$ cat config.mk
export PLATFORM = sky130hd
export DESIGN_NAME = htc_hash
export DESIGN_NICKNAME = d
export VERILOG_FILES = /design/src/design/htc_pkg.sv /design/src/design/htc_hash.sv
export SDC_FILE = /design/constraint.sdc
export NUM_CORES = 1
export LEC_CHECK = 0
export ABC_AREA = 1
export BUFFER_PORTS_ARGS = -buffer_cell sky130_fd_sc_hd__buf_4
export CORE_UTILIZATION = 30
export CTS_CLUSTER_SIZE = 40
export DETAILED_ROUTE_END_ITERATION = 10
export PLACE_DENSITY = 0.45
export SYNTH_ARGS = -nofsm -noshare
export SYNTH_HDL_FRONTEND = slang
export SYNTH_SLANG_ARGS = --single-unit
$ cat constraint.sdc
create_clock -name clk_i -period 10 [get_ports clk_i]
set_input_delay 1.5 -clock clk_i [delete_from_list [all_inputs] [get_ports clk_i]]
set_output_delay 1.5 -clock clk_i [all_outputs]
set_load 0.05 [all_outputs]
$ cat src/design/htc_pkg.sv
// Package for the hashed tile cache table core.
// Holds sizing constants, request kinds, state encoding and the byte hash table.
// No dependencies.
package htc_pkg;

  localparam int unsigned MaxBucketsDef = 256;
  localparam int unsigned WaysDef       = 4;
  localparam int unsigned CountW        = 9;
  localparam int unsigned TotalW        = 40;
  localparam logic [TotalW-1:0] TotalMax = {TotalW{1'b1}};
  localparam logic [CountW-1:0] CountRst = 9'd255;

  typedef enum logic [1:0] {
    KIND_LOOKUP = 2'd0,
    KIND_INSERT = 2'd1,
    KIND_REMOVE = 2'd2,
    KIND_NONE   = 2'd3
  } kind_e;

  typedef enum logic [2:0] {
    ST_IDLE,
    ST_HASH,
    ST_MOD,
    ST_READ,
    ST_SCAN,
    ST_DONE,
    ST_CLEAR
  } state_e;

  // Weight of each origin byte: x bytes 0..7, y bytes 0..7, z bytes 0..7.
  function automatic logic [7:0] byte_weight(input logic [4:0] idx);
    logic [7:0] w;
    case (idx)
      5'd0:  w = 8'd101;
      5'd1:  w = 8'd103;
      5'd2:  w = 8'd107;
      5'd3:  w = 8'd109;
      5'd4:  w = 8'd113;
      5'd5:  w = 8'd127;
      5'd6:  w = 8'd131;
      5'd7:  w = 8'd137;
      5'd8:  w = 8'd139;
      5'd9:  w = 8'd149;
      5'd10: w = 8'd151;
      5'd11: w = 8'd157;
      5'd12: w = 8'd163;
      5'd13: w = 8'd167;
      5'd14: w = 8'd173;
      5'd15: w = 8'd179;
      5'd16: w = 8'd181;
      5'd17: w = 8'd191;
      5'd18: w = 8'd193;
      5'd19: w = 8'd197;
      5'd20: w = 8'd199;
      5'd21: w = 8'd211;
      5'd22: w = 8'd223;
      5'd23: w = 8'd227;
      default: w = 8'd0;
    endcase
    return w;
  endfunction

endpackage

$ cat src/design/htc_hash.sv
// Tile id hash and bucket index unit for the hashed tile cache table.
// Sums weighted origin bytes in three passes, then a restoring modulo loop.
// Depends on htc_pkg.
module htc_hash #(
  parameter int unsigned MaxBuckets = htc_pkg::MaxBucketsDef,
  parameter int unsigned BktW       = (MaxBuckets > 1) ? $clog2(MaxBuckets) : 1
) (
  input  logic                      clk_i,
  input  logic                      rst_ni,
  input  logic                      go_i,
  input  logic [63:0]               x_i,
  input  logic [63:0]               y_i,
  input  logic [63:0]               z_i,
  input  logic [htc_pkg::CountW-1:0] count_i,
  output logic                      done_o,
  output logic [BktW-1:0]           bucket_o
);

  localparam int unsigned DivW = (BktW + 1 > htc_pkg::CountW) ? BktW + 1 : htc_pkg::CountW;
  localparam logic [DivW-1:0] MaxDiv = DivW'(MaxBuckets);

  logic [1:0]  word_q, word_d;
  logic [5:0]  bit_q, bit_d;
  logic        sum_q, sum_d, div_q, div_d;
  logic [31:0] id_q, id_d;
  logic [DivW:0] rem_q, rem_d;
  logic [DivW-1:0] dvs_q, dvs_d;
  logic [63:0] word;
  logic [31:0] part;
  logic [DivW:0] trial;

  // Word selected for the current summing pass.
  always_comb begin
    case (word_q)
      2'd0:    word = x_i;
      2'd1:    word = y_i;
      default: word = z_i;
    endcase
  end

  // Eight byte products of one word.
  always_comb begin
    part = '0;
    for (int i = 0; i < 8; i++) begin
      part = part + 32'(word[8*i +: 8]) * 32'(htc_pkg::byte_weight(5'(word_q * 8 + i)));
    end
  end

  assign trial = {rem_q[DivW-1:0], id_q[31]} - {1'b0, dvs_q};

  always_comb begin
    word_d = word_q;
    bit_d  = bit_q;
    sum_d  = sum_q;
    div_d  = div_q;
    id_d   = id_q;
    rem_d  = rem_q;
    dvs_d  = dvs_q;
    if (go_i) begin
      sum_d  = 1'b1;
      word_d = '0;
      id_d   = '0;
      // clamp the bucket count to 1..MaxBuckets
      if (count_i == '0) dvs_d = DivW'(1);
      else if (DivW'(count_i) > MaxDiv) dvs_d = MaxDiv;
      else dvs_d = DivW'(count_i);
    end else if (sum_q) begin
      id_d = id_q + part;
      if (word_q == 2'd2) begin
        sum_d = 1'b0;
        div_d = 1'b1;
        bit_d = '0;
        rem_d = '0;
      end else begin
        word_d = word_q + 2'd1;
      end
    end else if (div_q) begin
      // one quotient bit per cycle, MSB first
      if (!trial[DivW]) rem_d = {1'b0, trial[DivW-1:0]};
      else rem_d = {rem_q[DivW-1:0], id_q[31]};
      id_d = {id_q[30:0], 1'b0};
      bit_d = bit_q + 6'd1;
      if (bit_q == 6'd31) div_d = 1'b0;
    end
  end

  always_ff @(posedge clk_i or negedge rst_ni) begin
    if (!rst_ni) begin
      sum_q  <= 1'b0;
      div_q  <= 1'b0;
      word_q <= '0;
      bit_q  <= '0;
    end else begin
      sum_q  <= sum_d;
      div_q  <= div_d;
      word_q <= word_d;
      bit_q  <= bit_d;
    end
  end

  always_ff @(posedge clk_i) begin
    id_q  <= id_d;
    rem_q <= rem_d;
    dvs_q <= dvs_d;
  end

  assign done_o   = div_q && (bit_q == 6'd31) && !go_i;
  assign bucket_o = BktW'(rem_d);

endmodule

==> flow_summary.json <==
{
  "synth.area.top_cells": "fa_1 (42%), ha_1 (15%), inv_1 (14%)",
  "grt_antenna_before_repair": 1,
  "fmax_ghz": 0.107,
  "syn_inst": 2737,
  "period_share_pct": 93.5,
  "synthFlopType": "dfxtp_1",
  "hold_class": "reg2reg",
  "cts.repair.resized": 0,
  "dp_hpwl_um": 67600,
  "die_w_um": 277,
  "drive_above_1_share_pct": 12.7,
  "yosys_warnings": 0,
  "numCtsBuffers": 9,
  "viasPerCell": 4.56,
  "setup.worst_path.start_class": "register",
  "cts.hold.buffers_added": 0,
  "yosysMostFrequentCell": "inv_1",
  "finalHoldViolCount": 0,
  "multi_input_area_mm2": 0.0178,
  "cts_buffer_depth": 2,
  "rows": 100,
  "maxCapViolCount": 0,
  "htree_levels": 3,
  "ys_seq_elements": 60,
  "drt_pre_antenna_iters": 5,
  "wirelength_um": 75600,
  "die_h_um": 277,
  "slowest_stage": "fa_1",
  "overflow": 0,
  "nets": 3892,
  "setup_viol": 0,
  "n_antenna_cell": 0,
  "grt_usage_pct": 20.2,
  "ys_top_cells_by_count": "inv_1 (816), fa_1 (473), nor2_1 (334)",
  "fin_setup_tns_ns": 0,
  "clock_skew_ns": 0.0158,
  "critPathMaxFanout": 24,
  "io_pins": 213,
  "synth_top_area_cell": "fa_1",
  "critPathTopFamily": "adder cells",
  "cts_root_buf": "clkbuf_16",
  "cp.arrival_ns": 9.55,
  "clk_pin_slew_ns": 0.06,
  "insertion_delay_ns": 0.35,
  "worst-path-buf-inv": 8,
  "gp_congestion": 0.943,
  "cts_num_sinks": 60,
  "synth_edf_count": 10,
  "drtIter0Drc": 1132,
  "cp_common_cell": "fa_1",
  "grt_pass1_vias": 19200,
  "fill_cells": 7853,
  "slew_violations": 0,
  "grt_first_pass_wirelength_um": 117000,
  "synthDominantCellAreaShare_pct": 41.9,
  "cts_tree": "yes",
  "grt_max_degree": 44,
  "synth_cell_types": 42,
  "initial_core_util_pct": 30.4,
  "drc_errors": 0,
  "regArea_mm2": 0.00135,
  "min_period_ns": 9.35,
  "num_vias": 17900,
  "status": "complete, no violations",
  "io_buffers": 212,
  "synth_area_mm2": 0.0226,
  "syn_to_final_growth_pct": 14.3,
  "slew_headroom_pct": 42.2,
  "critical_path.max_stage_delay_ns": 0.66,
  "ant_nets": 0,
  "syn_nets": 3685,
  "crit_required_ns": 10.20,
  "ys_seq_area_share_pct": 5.98,
  "endpoint_kind": "register",
  "ys_async_sr_fraction_pct": 16.7,
  "wl_per_cell_um": 19.3,
  "die_area_mm2": 0.0765,
  "tightest_slew_ns": 0.866,
  "design.core.area_mm2": 0.0744,
  "avgSynthCellArea_um2": 8.26,
  "rsz0062_at_grt": "false",
  "critical_path_class": "reg2reg",
  "cts_setup_buffers": 0
}
## flip-flops by register name, summed over array words and instances (netlist names)
signal	flops
div_q	1
sum_q	1
rem_q	9
bit_q	6
id_q	32
word_q	2
dvs_q	9
## tightest hold or removal path, cell delays in order (launching register included)
cell and delay (ns):
dfxtp_1 0.31, nand2_1 0.06, a31oi_1 0.07
## path summary, 6_finish.rpt
| path | slack, ns | depth (start not counted) | from | to |
|---|---|---|---|---|
| hold / removal | 0.49 | 2 | id_q[5]$_SDFFE_PP0N_ | id_q[5]$_SDFFE_PP0N_ |
| hold reg to reg | 0.49 | 2 | id_q[5]$_SDFFE_PP0N_ | id_q[5]$_SDFFE_PP0N_ |
| setup reg to reg | 0.65 | 30 | word_q[0]$_DFFE_PN0P_ | id_q[15]$_SDFFE_PP0N_ |
| max in group asynchronous | 8.83 | 1 | rst_ni | div_q$_DFFE_PN0P_ |
| min in group asynchronous | 1.00 | 1 | rst_ni | bit_q[1]$_DFFE_PN0P_ |
| setup / recovery | 0.65 | 30 | word_q[0]$_DFFE_PN0P_ | id_q[15]$_SDFFE_PP0N_ |
## kinds of logic (layout without fill, tap and decap cells)
group           count (synthesis)  in the layout  share of synthesized area (%)
compound gates                225            225                           6.83
simple gates                  807            807                           14.9
buf+inv                       895           1107                           15.2
fa+ha+maj                     744            744                           56.9
flops                          60             60                           5.98
xor+xnor                        6              6                          0.233
## layout by cell type, fill, tap and decap left out, drive strengths merged, types with 15 or more instances in the layout
master	count
inv	823
fa	473
nor2	344
nand2	327
ha	271
buf	265
a21oi	108
nand3	79
a22o	64
dfxtp	40
or2	29
o22ai	20
o21ai	15
## layout make-up
cell class,instances,share of cell area [%]
sequential,60,5.23
timing repair buffer,265,7.80
inverter,826,12.0
tap,969,4.69
clock inverter,3,0.174
clock buffer,13,1.05
multi-input combinational,1782,69.0
## stage by stage
stage | hold WS [ns] | cell area [um^2] | util, % | cells | worst slack, ns
floorplan | 0.458 | 22600 | - | 2737 | 1.41
CTS | 0.495 | 25800 | 34.7 | 3918 | 0.551
detailed placement | 0.490 | 25500 | 34.3 | 3902 | 0.379
finish | 0.490 | 25800 | 34.7 | 3918 | 0.645
global route | 0.518 | 25800 | 34.7 | 3918 | 0.226
global placement | 0.480 | 25500 | 34.3 | 3902 | 0.364
## metal layers
layer  GRT usage (%)  up-vias  routed length (um)
met2            32.0      450               34500
met4            3.54        2                1360
met1            28.7     8858               35000
li1                -     8497                   -
met5               0        -                  13
met3            4.08       52                4750
Power is not shown: default switching activity piles up to over one toggle a cycle in this logic, so the estimate is an artifact.
